[src/design/mrf_pkg.sv]
// Package for the missing and repeated value finder: widths, sizes, payload structs,
// the back-end state type and the range helper.
// No dependencies; every other design file refers to it by scoped names.
package mrf_pkg;

    localparam int VALUE_W    = 17;
    localparam int SIDE_W     = 9;
    localparam int MAX_SIDE   = 256;
    localparam int SQ_W       = 17;
    localparam int IDX_W      = 16;
    localparam int MAP_DEPTH  = 65536;
    localparam int TAG_W      = 8;
    localparam int PROD_W     = 18;
    localparam int LINK_DEPTH = 4;
    localparam int LINK_AW    = 2;
    localparam int OUT_DEPTH  = 4;
    localparam int OUT_AW     = 2;
    localparam int CNT_W      = 3;

    localparam logic [TAG_W-1:0] EPOCH_FIRST = TAG_W'(1);
    localparam logic [TAG_W-1:0] EPOCH_LAST  = {TAG_W{1'b1}};
    localparam logic [IDX_W-1:0] CLR_END     = {IDX_W{1'b1}};

    typedef struct packed {
        logic [VALUE_W-1:0] value;
        logic               last_item;
    } t_in_item;

    typedef struct packed {
        logic [VALUE_W-1:0] repeated_value;
        logic [VALUE_W-1:0] missing_value;
        logic               input_error;
    } t_out_item;

    // One classified item on its way from the front end to the back end.
    typedef struct packed {
        logic [VALUE_W-1:0] value;
        logic [IDX_W-1:0]   idx;
        logic               in_range;
        logic               last_item;
        logic [SQ_W-1:0]    side_sq;
    } t_work;

    // Totals of a finished data set, waiting for the final arithmetic.
    typedef struct packed {
        logic [VALUE_W-1:0] repeat_val;
        logic [VALUE_W-1:0] sum_low;
        logic               err;
        logic [SQ_W-1:0]    side_sq;
    } t_fin;

    typedef struct packed {
        logic empty;
        logic full;
    } t_fifo_stat;

    typedef enum logic {
        BK_CLEAR,
        BK_RUN
    } t_back_state;

    // Side saturated to MAX_SIDE, then squared.
    function automatic logic [SQ_W-1:0] side_square(input logic [SIDE_W-1:0] side);
        logic [SIDE_W-1:0] sat;
        logic [2*SIDE_W-1:0] prod;
        sat  = (side > SIDE_W'(MAX_SIDE)) ? SIDE_W'(MAX_SIDE) : side;
        prod = (2*SIDE_W)'(sat) * (2*SIDE_W)'(sat);
        return prod[SQ_W-1:0];
    endfunction

endpackage

[src/design/mrf_link_fifo.sv]
// Short queue of classified items between the front end and the back end.
// Depends on mrf_pkg.
module mrf_link_fifo (
    input  logic                i_clk,
    input  logic                i_rst_n,
    input  logic                i_push,
    input  mrf_pkg::t_work      i_data,
    input  logic                i_pop,
    output mrf_pkg::t_work      o_data,
    output mrf_pkg::t_fifo_stat o_stat
);

    mrf_pkg::t_work                r_mem [mrf_pkg::LINK_DEPTH];
    logic [mrf_pkg::LINK_AW-1:0]   r_wr_ptr;
    logic [mrf_pkg::LINK_AW-1:0]   r_rd_ptr;
    logic [mrf_pkg::CNT_W-1:0]     r_count;
    logic [mrf_pkg::LINK_AW-1:0]   n_wr_ptr;
    logic [mrf_pkg::LINK_AW-1:0]   n_rd_ptr;
    logic [mrf_pkg::CNT_W-1:0]     n_count;

    always_comb begin
        n_wr_ptr = r_wr_ptr + (i_push ? mrf_pkg::LINK_AW'(1) : '0);
        n_rd_ptr = r_rd_ptr + (i_pop ? mrf_pkg::LINK_AW'(1) : '0);
        n_count  = r_count + (i_push ? mrf_pkg::CNT_W'(1) : '0)
                           - (i_pop ? mrf_pkg::CNT_W'(1) : '0);
    end

    always_ff @(posedge i_clk) begin
        if (!i_rst_n) begin
            r_wr_ptr <= '0;
            r_rd_ptr <= '0;
            r_count  <= '0;
        end else begin
            r_wr_ptr <= n_wr_ptr;
            r_rd_ptr <= n_rd_ptr;
            r_count  <= n_count;
        end
    end

    always_ff @(posedge i_clk) begin
        if (i_push) begin
            r_mem[r_wr_ptr] <= i_data;
        end
    end

    assign o_data       = r_mem[r_rd_ptr];
    assign o_stat.empty = (r_count == '0);
    assign o_stat.full  = (r_count == mrf_pkg::CNT_W'(mrf_pkg::LINK_DEPTH));

endmodule

[config.mk]
export PLATFORM = sky130hd
export DESIGN_NAME = mrf_link_fifo
export DESIGN_NICKNAME = d
export VERILOG_FILES = /design/src/design/mrf_pkg.sv /design/src/design/mrf_link_fifo.sv
export SDC_FILE = /design/constraint.sdc
export NUM_CORES = 1
export LEC_CHECK = 0
export ABC_AREA = 1
export BUFFER_PORTS_ARGS = -buffer_cell sky130_fd_sc_hd__buf_2
export CAP_MARGIN = 40
export CORE_ASPECT_RATIO = 2
export CORE_UTILIZATION = 30
export DETAILED_ROUTE_END_ITERATION = 16
export SLEW_MARGIN = 40
export SYNTH_ARGS = -nofsm -noshare
export SYNTH_HDL_FRONTEND = slang
export SYNTH_SLANG_ARGS = --single-unit
[constraint.sdc]
create_clock -name i_clk -period 6.6 [get_ports i_clk]
set_clock_uncertainty 0.1 [all_clocks]
set_input_delay 0.66 -clock i_clk [delete_from_list [all_inputs] [get_ports i_clk]]
set_output_delay 0.66 -clock i_clk [all_outputs]
set_load 0.01 [all_outputs]
Word-level counts from Yosys, hierarchy flattened
Memories as Yosys holds them, arrays and structs flattened. A register that Yosys moved wholly into a read port is not among the register bits.
Cells that the tools add are included.
{ "totals": {"ff_bits": 7, "mem_bits_rw": 208, "word_cells": 17, "mem_count": 1, "output_inout_bits": 54, "in_bits": 56} }
{ "op_classes": {"n_eq_ne": 1, "muxes": 7, "n_reduce_logical": 1, "n_addsub": 4} }
{ "mem_list": {"columns": ["memory", "words", "width", "rd", "rd_clocked_by_memory_dff", "wr", "line_no", "rtl"], "rows": [
  ["r_mem", 4, 52, 1, 1, 1, "mrf_link_fifo.sv:13", "mrf_pkg::t_work r_mem [mrf_pkg::LINK_DEPTH];"]
]} }
{ "op_table": {"columns": ["cell", "n"], "rows": [
  ["1-bit two-way mux", 6],
  ["2-bit by 1-bit adder with 2-bit output", 2],
  ["3-bit by 1-bit adder with 3-bit output", 1],
  ["3-bit == test, second input constant", 1],
  ["3-bit logical NOT", 1],
  ["3-bit by 1-bit subtractor with 3-bit output", 1],
  ["2-bit two-way mux", 1]
]} }

Depth between registers and ports, before layout
Gate-level depths: netlist (run 1).
{ "logic_depth": {"word_depth": 3, "depth_mapped": 8, "depth_no_buf": 8} }

Worst setup path after synthesis (run 1)
OpenSTA, ideal clock, no wires.
{ "synth_path": {"kind": "input to register", "from": "input port i_push", "to": "memory r_mem[0][0] in the netlist's numbering (enable)", "t_arrival_ps": 4257, "setup_ps": 526, "n_path_buf": 0, "required_ps": 5974, "path_slack_ps": 1717, "cell_stages": 2, "cell_sequence": "inv_1 > nor3_1"} }
{ "synth_between": {"elab_chain_cells": 2} }
{ "synth_lines": {"columns": ["element", "line_no", "rtl"], "rows": [
  ["start: declaration", "mrf_link_fifo.sv:6", "input logic i_push,"],
  ["1-bit two-way mux", "mrf_link_fifo.sv:41", "if (i_push) begin"],
  ["1-bit two-way mux (not written as such)", "mrf_link_fifo.sv:42", "r_mem[r_wr_ptr] <= i_data;"],
  ["end: declaration", "mrf_link_fifo.sv:13", null]
]} }
Every way passes these cells.

==> results.txt, run 1 <==
- Global routing finished with a remaining overflow of 0.
* Number of nets still failing antenna checks after routing: 0
* Number of cells traversed by the worst hold path: 1
* Startpoint of the worst hold path: i_data[42]
* Largest stage delay on the critical path: 0.76 ns
- Seq cells post-synth: 215
- Routed via count: 5044
- Worst slack on hold paths: 0.267 ns
* Total global-route track usage: 0.113
- Worst endpoint required time: 5.84 ns
* Area share of the largest cell type after synthesis: 0.707
- Async S/R FF share, synth: 0
- Root buf cell: sky130_fd_sc_hd__clkbuf_16
* Mean routed wirelength per cell: 14.9 um
- Final critical path time including I/O delays and setup: 3.27 ns
* CP delay by family, top: buffers and inverters
- Clock transition at path regs: 0.07 ns
- In this run the power density over the cells is 301 mW/mm^2.
* Dominant synthesized flop cell: sky130_fd_sc_hd__edfxtp_1
* Largest net degree at the start of global routing: 85
* Global-route wire length before repair: 25400 um
- The number of global-route vias before repair was 4814.
- Clock latency on the worst-skew pair, taken at its later pin, is 0.49 ns.
- Final count of pins violating max slew: 0
- The commonest cells after synthesis are sky130_fd_sc_hd__edfxtp_1 (208), sky130_fd_sc_hd__inv_1 (116), sky130_fd_sc_hd__nand2_1 (115).
- Area added between synthesis and finish: 17.1%
* Most area-hungry cell type in the Yosys netlist: sky130_fd_sc_hd__edfxtp_1
- At the pin with the least slew margin, the transition time is 0.713 ns.
- Run status: completed
* Achievable clock frequency: 305 MHz
* Die Width: 123 um
- Final setup slack of the worst path: 3.33 ns
- TritonCTS created 20 clock buffers.
- 110 I/O pins were placed.
- Initial detailed-routing violation count: 219
* Num Clock Sinks: 215
* Worst slew slack as a fraction of its limit: 0.524
- Die span in y: 245 um
* Buffers plus inverters on the worst setup path: 2
- Nets in the synthesized netlist: 716
- The initial antenna violation count came to 3.
- TritonCTS built the clock tree.
- Number of maximum-capacitance constraint violations: 0
- Prior to clock tree synthesis, the placed netlist has a worst setup slack of 3.69 ns.
* Largest cells by area after synthesis: sky130_fd_sc_hd__edfxtp_1 (71%), sky130_fd_sc_hd__o211ai_2 (7.4%), sky130_fd_sc_hd__inv_1 (4.9%), sky130_fd_sc_hd__nand2_1 (4.9%), sky130_fd_sc_hd__a21oi_1 (3.0%)
- Ordered cell list for the critical path: buf_4 -> a21oi_1 -> o21ai_0 -> nand2_1 -> buf_2
- STA classifies the critical path endpoint as an output port.
- The synthesized design contains 208 enable-type register cells.
- The final layout contains routed wiring with a total length of 17000 um.
- Synthesis Warnings: 0
- Maximum clock path buffer count: 3
- Final Instance Area: 0.0103 sq mm
- Final estimated routing congestion in global placement: 0.673
* Final setup fails: 0
* RSZ-0062 raised after global routing: no
- Post-placement cell area: 0.00964 sq mm
- Counting every instance in the synthesized netlist gives 655.
- Dividing the final minimum period by the clock period gives 0.496.
* Post-CTS Repair Setup Buffers: 0
- Critical Path Source Type: flip-flop
- Pre-Repair DR Iteration Count: 5
- Input/output buffers: 109
- R2R Path End: r_mem[3][22]
- For the final routed database, the setup TNS stands at 0 ns.
- Dividing the synthesized area by the synthesized cell count gives 13.5 sq um.
- Cells resized by post-CTS repair: 0
* Depth of the CTS H-tree: 1
* Crit path from: r_rd_ptr[0]
- Total core area: 0.0288 sq mm
- The floorplan step defined a die boundary enclosing 0.0302 sq mm.
- Of all nets on the critical path, the largest fanout is 68.
- Yosys mapped the design onto 18 distinct sky130hd cell types.
* Syn Std Cell Area: 0.00883 sq mm
- In the final layout, the share of cells above drive strength 1 is 0.264.
- Overall power consumption after layout is estimated at 3.11 mW.
* Number of vias per cell: 4.44
- Register-to-register path setup slack: 4.88 ns
- VDD IR max: 191 uV
- FP Rows: 88
- Launching point of the worst reg2reg path: r_wr_ptr[1]
- Summed over all cells, the static leakage comes to 3.95 nW.
* # hold bufs at CTS: 0
- Class of the most critical hold timing path: primary input to flip-flop
- Highest-delay cell along the critical path: sky130_fd_sc_hd__dfxtp_4
- Count of unresolved DRC violations after routing: 0
- STA puts the critical path data arrival time at 2.51 ns.
- Classification of the worst setup path: flip-flop to output port
* Most frequently used cell type in the post-synthesis netlist: sky130_fd_sc_hd__edfxtp_1
- Path depth of the worst reg2reg path: 3
- The worst hold path terminates at r_mem[3][42].
- Post-synthesis sequential area ratio: 0.723
- For this configuration, the core starts out at a cell density of 0.306.
- The HPWL after detailed placement is 9990 um.
- Number of endpoints with negative hold slack in the final report: 0
- For this run, the post-layout net count is 821.
==> state kept, by name, indices dropped and copies added, names as in the netlist <==
signal / count
r_rd_ptr: 2
r_wr_ptr: 2
r_count: 3
r_mem: 208
==> layer usage <==
metal | track usage | part of all wire | vias to the layer above
met1 | 0.114 | 0.37 | 2445
met5 | 0 | 0.0014 | -
met3 | 0.0242 | 0.051 | 29
met2 | 0.212 | 0.54 | 92
li1 | - | - | 2474
met4 | 0.0546 | 0.031 | 4
==> how the worst max path moves through the flow <==
stage | to | slack [ns] | cells after the start
floorplan | r_mem[0][0] | 1.72 | 2
global placement | o_data[43] | 3.67 | 5
detailed placement | o_data[49] | 3.69 | 5
CTS | o_data[43] | 3.11 | 5
global route | o_data[10] | 3.08 | 5
finish | o_data[5] | 3.33 | 5
==> layout by cell type, fill, tap and decap left out, types with 3 or more instances in the layout <==
cell / n
sky130_fd_sc_hd__buf_2: 109
sky130_fd_sc_hd__o21ai_1: 12
sky130_fd_sc_hd__dfxtp_1: 5
sky130_fd_sc_hd__bufinv_16: 3
sky130_fd_sc_hd__o21ai_0: 40
sky130_fd_sc_hd__inv_1: 116
sky130_fd_sc_hd__clkbuf_16: 21
sky130_fd_sc_hd__ha_1: 4
sky130_fd_sc_hd__buf_6: 4
sky130_fd_sc_hd__a21oi_1: 53
sky130_fd_sc_hd__edfxtp_1: 208
sky130_fd_sc_hd__nor3_2: 4
sky130_fd_sc_hd__nor2_1: 6
sky130_fd_sc_hd__o211ai_2: 52
sky130_fd_sc_hd__buf_4: 4
sky130_fd_sc_hd__clkinv_1: 6
sky130_fd_sc_hd__nand2_1: 115
==> kinds of logic (layout without fill, tap and decap cells) <==
| logic type | count (synthesis) | in the layout | share of synthesized area |
|---|---|---|---|
| AOI/OAI and AO/OA | 157 | 157 | 0.133 |
| other | 0 | 1 | 0 |
| and+or+nand+nor | 127 | 127 | 0.0548 |
| adders and majority gates | 5 | 5 | 0.00793 |
| DFF | 215 | 215 | 0.723 |
| buffers and inverters | 151 | 270 | 0.0810 |
==> worst register-to-register path: stages, from the launching register on <==
cell and delay, ns:
sky130_fd_sc_hd__dfxtp_1 0.43, sky130_fd_sc_hd__inv_1 0.10, sky130_fd_sc_hd__nor3_2 0.19, sky130_fd_sc_hd__buf_6 0.51
==> power breakdown <==
| group | leakage, nW | total (mW) | internal [mW] | switching [mW] |
|---|---|---|---|---|
| clock | 0.330 | 1.18 | 0.699 | 0.484 |
| sequential | 1.97 | 1.60 | 1.56 | 0.0329 |
| combinational | 1.65 | 0.329 | 0.116 | 0.213 |
| total | 3.95 | 3.11 | 2.38 | 0.730 |
==> stage by stage <==
step / cells / utilization
after global routing: 1135 / 0.359
after detailed placement: 1097 / 0.334
final: 1135 / 0.359
after floorplan: 655 / -
after global placement: 1097 / 0.334
after CTS: 1133 / 0.358
==> final cells by class <==
| cell class | count | area, sq um |
|---|---|---|
| clock inverter | 13 | 140 |
| clock buffer | 23 | 533 |
| sequential | 215 | 6390 |
| fill | 2844 | 18500 |
| multi-input combinational | 289 | 1750 |
| inverter | 116 | 435 |
| timing repair buffer | 118 | 641 |
| tap | 360 | 450 |
| antenna | 1 | 2.50 |
Power figures use the tool's default switching activity.
==> inputs of run 2 (changes only) <==
- clock period: 6.6 -> 2.89 ns (I/O delays scaled with it)
==> results.txt, run 2 (synthesis gave the netlist of run 1 again) <==
- Critical Path Source Type: flip-flop (unchanged)
- The maximum number of pins on one net before global-route repair is 48 (was 85).
- TritonCTS clock tree: done (unchanged)
* Number of nets still failing antenna checks after routing: 0 (unchanged)
- Achievable clock frequency: 423 MHz
- Root buf cell: sky130_fd_sc_hd__clkbuf_16 (unchanged)
- Number of antenna violations at the first check in global routing: 3 (unchanged)
- The post-route cell area is 0.0111 sq mm (was 0.0103 sq mm).
- Final estimated routing congestion in global placement: 0.703 (was 0.673)
* Final setup slack of the worst path: 0.524 ns (was 3.33 ns)
* Area added between synthesis and finish: 25.9% (was 17.1%)
* Fraction of layout cells with a size suffix above 1: 0.261 (was 0.264)
* Die outline area: 0.0302 sq mm (unchanged)
* Worst slack on hold paths: 0.0442 ns (was 0.267 ns)
* Critical path data arrival time: 1.98 ns (was 2.51 ns)
* Die span in y: 245 um (unchanged)
- The clock latency reported for the late side of the worst-skew pair came to 0.49 ns (about the same).
* FP Rows: 88 (unchanged)
- The total track usage was 0.118 (was 0.113).
- Number of vias per cell: 4.38 (was 4.44)
- The transition at the pin with the smallest max-transition slack was 0.597 ns (was 0.713 ns).
* VDD IR max: 535 uV (was 191 uV)
* Classification of the worst setup path: flip-flop to output port (unchanged)
* Maximum clock path buffer count: 3 (unchanged)
- The power per cell area is 673 mW/mm^2 (was 301 mW/mm^2).
- Post-placement cell area: 0.00983 sq mm (was 0.00964 sq mm)
* # hold bufs at CTS: 53 (was 0)
- Registers with the most flip-flops: r_mem (208), r_count (3) (unchanged)
- # nets final: 884 (was 821)
- The largest register by flop count was r_mem (unchanged).
* Number of maximum-capacitance constraint violations: 0 (unchanged)
- The total iterations of the first detailed-routing run came to 6 (was 5).
- The placeable core area was 0.0288 sq mm (unchanged).
* Input/output buffers: 109 (unchanged)
* Initial detailed-routing violation count: 298 (was 219)
- The die outline width came to 123 um (unchanged).
- In the finished design, the share of the clock period the worst path needs comes to 0.819.
- The clock net sink count came to 215 (unchanged).
* Class of the most critical hold timing path: primary input to flip-flop (unchanged)
* Worst endpoint required time: 2.50 ns (was 5.84 ns)
* Leakage power summed over all cells: 4.28 nW (was 3.95 nW)
- The H-tree depth reported by CTS is 1 (unchanged).
* Number of global-route vias before repair: 5324 (was 4814)
* Routed via count: 5251 (was 5044)
* Number of endpoints with negative hold slack in the final report: 0 (unchanged)
* Critical-path maximum fanout: 47 (was 68)
- Commonest non-fill, non-tap cell in the layout: sky130_fd_sc_hd__edfxtp_1 (unchanged)
- Final setup fails: 0 (unchanged)
- The tightest slew margin relative to the limit is 0.602 (was 0.524).
- Global-route wire length before repair: 27100 um (was 25400 um)
* Num CTS Buffers: 20 (unchanged)
* Cells resized by post-CTS repair: 0 (unchanged)
* Top-level port count: 110 (unchanged)
* Dpl ws: 1.03 ns (was 3.69 ns)
* Count of unresolved DRC violations after routing: 0 (unchanged)
* Initial standard-cell utilization of the core: 0.306 (unchanged)
- The detailed-placement wirelength estimate was 10800 um (was 9990 um).
- Final count of pins violating max slew: 0 (unchanged)
- The number of buffers inserted by post-CTS setup repair is 0 (unchanged).
* Mean routed wirelength per cell: 14.7 um (was 14.9 um)
* Commonest cells after routing, fill and taps aside: sky130_fd_sc_hd__edfxtp_1 (208), sky130_fd_sc_hd__inv_1 (116), sky130_fd_sc_hd__nand2_1 (115) (unchanged)
- RSZ-0062 raised after global routing: no (unchanged).
- Run status: completed (unchanged).
- The clock edge transition at the registers on the reported setup and hold paths was 0.06 ns (was 0.07 ns).
* Drt total wl: 17600 um (was 17000 um)
- Worst setup EP type: output port (unchanged)
* Number of flip-flops in the largest register: 208 (unchanged)
* Global route total overflow: 0 (unchanged)
- The routed design could run at a clock period as short as 2.37 ns.
* Number of filler instances in the final layout: 2786 (was 2844)
==> run 2: worst max-delay path, cell delays in order (launching register included) <==
cell and delay [ns]:
sky130_fd_sc_hd__dfxtp_4 0.73, sky130_fd_sc_hd__buf_4 0.31, sky130_fd_sc_hd__a21oi_1 0.08, sky130_fd_sc_hd__o21ai_0 0.08, sky130_fd_sc_hd__nand2_1 0.10, sky130_fd_sc_hd__buf_2 0.15
==> run 2: layout make-up <==
cell class	count	area, sq um	share of cell area
inverter	116	435	0.0391
clock buffer	21	526	0.0472
timing repair buffer	181	1310	0.117
antenna	2	5.00	0.000450
multi-input combinational	289	1780	0.160
sequential	215	6390	0.575
tap	360	450	0.0405
clock inverter	14	230	0.0207
==> run 2: metrics by stage <==
stage	util	total power, mW	setup TNS [ns]	cells
finish	0.386	7.49	0	1198
detailed placement	0.341	4.54	0	1108
global placement	0.341	4.52	0	1108
floorplan	-	4.21	-34.26	655
global route	0.386	7.81	0	1198
CTS	0.385	7.60	0	1196
==> run 2: worst paths after layout <==
kind                            slack (ns)     endpoint  depth (start not counted)        start
worst max-delay path                  0.52   o_data[39]                          5  r_rd_ptr[0]
worst min-delay path                  0.04  r_rd_ptr[0]                          4        i_pop
worst max register to register        1.17  r_mem[2][6]                          3  r_wr_ptr[1]
worst min register to register        0.48  r_wr_ptr[1]                          2  r_wr_ptr[1]
==> run 2: report_power, final <==
part	internal, mW	leakage, nW	switching, mW
logic	0.344	1.95	0.513
registers	3.57	1.97	0.0786
clock network	1.86	0.365	1.12
total	5.78	4.28	1.71
==> run 2: routing by layer <==
| metal | wire length [um] | up-vias | share of wire | GRT usage |
|---|---|---|---|---|
| met5 | 10 | - | 0.00057 | 0 |
| met4 | 538 | 2 | 0.031 | 0.0581 |
| met3 | 665 | 32 | 0.038 | 0.0188 |
| met2 | 9740 | 95 | 0.55 | 0.226 |
| met1 | 6650 | 2523 | 0.38 | 0.120 |
| li1 | - | 2599 | - | - |
==> inputs of run 3 (changes only) <==
- clock period: 2.89 -> 2.17 ns (I/O delays scaled with it)
==> results.txt, run 3 (synthesis gave the netlist of run 1 again) <==
- Die span in y: 245 um (unchanged)
* Worst setup EP type: output port (unchanged)
- Maximum clock path buffer count: 3 (unchanged)
- Num Clock Sinks: 215 (unchanged)
- The share of layout cells above drive strength 1 is 0.254 (was 0.261).
- The layout net count is 886 (was 884).
- Die Width: 123 um (unchanged)
- The first-pass GRT wire length is 27100 um (unchanged).
* Number of endpoints with negative hold slack in the final report: 0 (unchanged)
- The routed via count was 5261 (was 5251).
- Final count of pins violating max slew: 0 (unchanged)
* Number of maximum-capacitance constraint violations: 0 (unchanged)
- The clock edge transition at the registers on the reported setup and hold paths was 0.06 ns (about the same).
- The clock tree root buffer cell was sky130_fd_sc_hd__clkbuf_16 (unchanged).
- The count of input and output buffers is 109 (unchanged).
- Critical-path maximum fanout: 50 (was 47)
* Critical path data arrival time: 1.76 ns (was 1.98 ns)
- Class of the most critical hold timing path: primary input to flip-flop (unchanged)
- The starting density of the core was 0.306 (unchanged).
* Registers with the most flip-flops: r_mem (208), r_count (3) (unchanged)
- The clock tree from TritonCTS is done (unchanged).
* Drt total wl: 17800 um (was 17600 um)
* Initial detailed-routing violation count: 161 (was 298)
- Run status: completed (unchanged)
- Commonest cells after routing, fill and taps aside: sky130_fd_sc_hd__edfxtp_1 (208), sky130_fd_sc_hd__nand2_1 (115), sky130_fd_sc_hd__inv_1 (114) (was sky130_fd_sc_hd__edfxtp_1 (208), sky130_fd_sc_hd__inv_1 (116), sky130_fd_sc_hd__nand2_1 (115))
- The number of flip-flops in the largest register was 208 (unchanged).
- Final setup fails: 0 (unchanged)
- The startpoint type of the worst setup path is a flip-flop (unchanged).
- The synthesis-to-layout area growth was 24.8% (was 25.9%).
- Die outline area: 0.0302 sq mm (unchanged)
* Number of vias per cell: 4.40 (was 4.38)
- Largest net degree at the start of global routing: 54 (was 48)
* Register bank with the most flops: r_mem (unchanged)
- The endpoint required time on the critical path came to 1.85 ns (was 2.50 ns).
* Num CTS Buffers: 20 (unchanged)
- The detailed-placement wirelength estimate came to 10800 um (about the same).
* Worst slew slack as a fraction of its limit: 0.709 (was 0.602)
* Total global-route track usage: 0.119 (was 0.118)
- The most frequent standard cell in the layout excluding fill and tap cells is sky130_fd_sc_hd__edfxtp_1 (unchanged).
- Final Instance Area: 0.0110 sq mm (was 0.0111 sq mm)
* Final estimated routing congestion in global placement: 0.718 (was 0.703)
* FP Rows: 88 (unchanged)
* Achievable clock frequency: 482 MHz
* Post-placement cell area: 0.00985 sq mm (was 0.00983 sq mm)
* Leakage power summed over all cells: 4.21 nW (was 4.28 nW)
* Depth of the CTS H-tree: 1 (unchanged)
* Power density of the placed cells: 837 mW/mm^2 (was 673 mW/mm^2)
- Number of global-route vias before repair: 5351 (was 5324)
- The fraction of the core area covered by cells at the end of the flow came to 0.382 (was 0.386).
* Top-level port count: 110 (unchanged)
* Final critical path time including I/O delays and setup: 2.08 ns
- Of the available clock period, the critical path in the final layout requires 0.956.
* Count of unresolved DRC violations after routing: 0 (unchanged)
- Pre-Repair DR Iteration Count: 4 (was 6)
- The category of the critical setup timing path is flip-flop to output port (unchanged).
- The initial antenna violation count is 1 (was 3).
* Clock latency reported for the late side of the worst-skew pair: 0.49 ns (about the same)
* Total negative slack: 0 ns (unchanged)
- The mean routed wirelength per cell came to 14.9 um (was 14.7 um).
- Least-Margin Pin Slew: 0.437 ns (was 0.597 ns)
- The placeable core area came to 0.0288 sq mm (unchanged).
* Global route total overflow: 0 (unchanged)
- The worst voltage drop across the vdd grid came to 733 uV (was 535 uV).
* RSZ-0062 raised after global routing: yes (was no)
- Number of nets still failing antenna checks after routing: 0 (unchanged)
-- run 3: through the flow --
stage                     setup slack [ns]  power [mW]  std cells  hold slack, ns
final                               0.0944        9.23       1197           0.366
after global routing               -0.0188        9.65       1197           0.357
after CTS                           0.0388        9.39       1194           0.341
after detailed placement             0.488        6.04       1104           0.334
after global placement               0.503        6.02       1104           0.329
after floorplan                    -0.0869        5.61        655           0.210
-- run 3: final timing paths --
| path | start | end | slack (ns) | cells after the start |
|---|---|---|---|---|
| max | r_rd_ptr[1] | o_data[11] | 0.09 | 5 |
| min | i_data[18] | r_mem[2][18] | 0.37 | 2 |
| min reg2reg | r_wr_ptr[1] | r_wr_ptr[1] | 0.44 | 2 |
| max reg2reg | r_count[0] | r_count[2] | 0.52 | 8 |
-- run 3: area by class of cell --
class                   instances  area [sq um]
inverters                     116           440
clock buffers                  30           559
repair buffers                183          1380
flip-flops and latches        215          6400
fillers                      2761         17800
clock inverters                 3          20.0
multi-input cells             289          1780
well taps                     360           450
diodes                          1          2.50
-- run 3: critical path, stage by stage (launching register included) --
cell	delay (ns)
sky130_fd_sc_hd__dfxtp_4	0.48
sky130_fd_sc_hd__buf_12	0.30
sky130_fd_sc_hd__a21oi_1	0.07
sky130_fd_sc_hd__o21ai_0	0.09
sky130_fd_sc_hd__nand2_1	0.14
sky130_fd_sc_hd__buf_2	0.17
-- run 3: timing repair --
action | CTS | global route
buffers inserted | 1 | 2
hold buffers | 56 | 0
endpoints found under the setup margin | 32 | 15
resized for setup | 0 | 1
endpoints found under the hold margin | 215 | 0
-- run 3: routing by layer --
| layer | global-route usage | part of all wire |
|---|---|---|
| met1 | 0.117 | 0.37 |
| met2 | 0.232 | 0.56 |
| met3 | 0.0179 | 0.033 |
| met4 | 0.0588 | 0.037 |
| met5 | 0 | 0 |
-- run 3: power by group --
group	internal, mW	switching (mW)	total [mW]
clock	1.78	1.42	3.20
sequential	4.76	0.0756	4.83
combinational	0.471	0.722	1.19
total	7.01	2.22	9.23
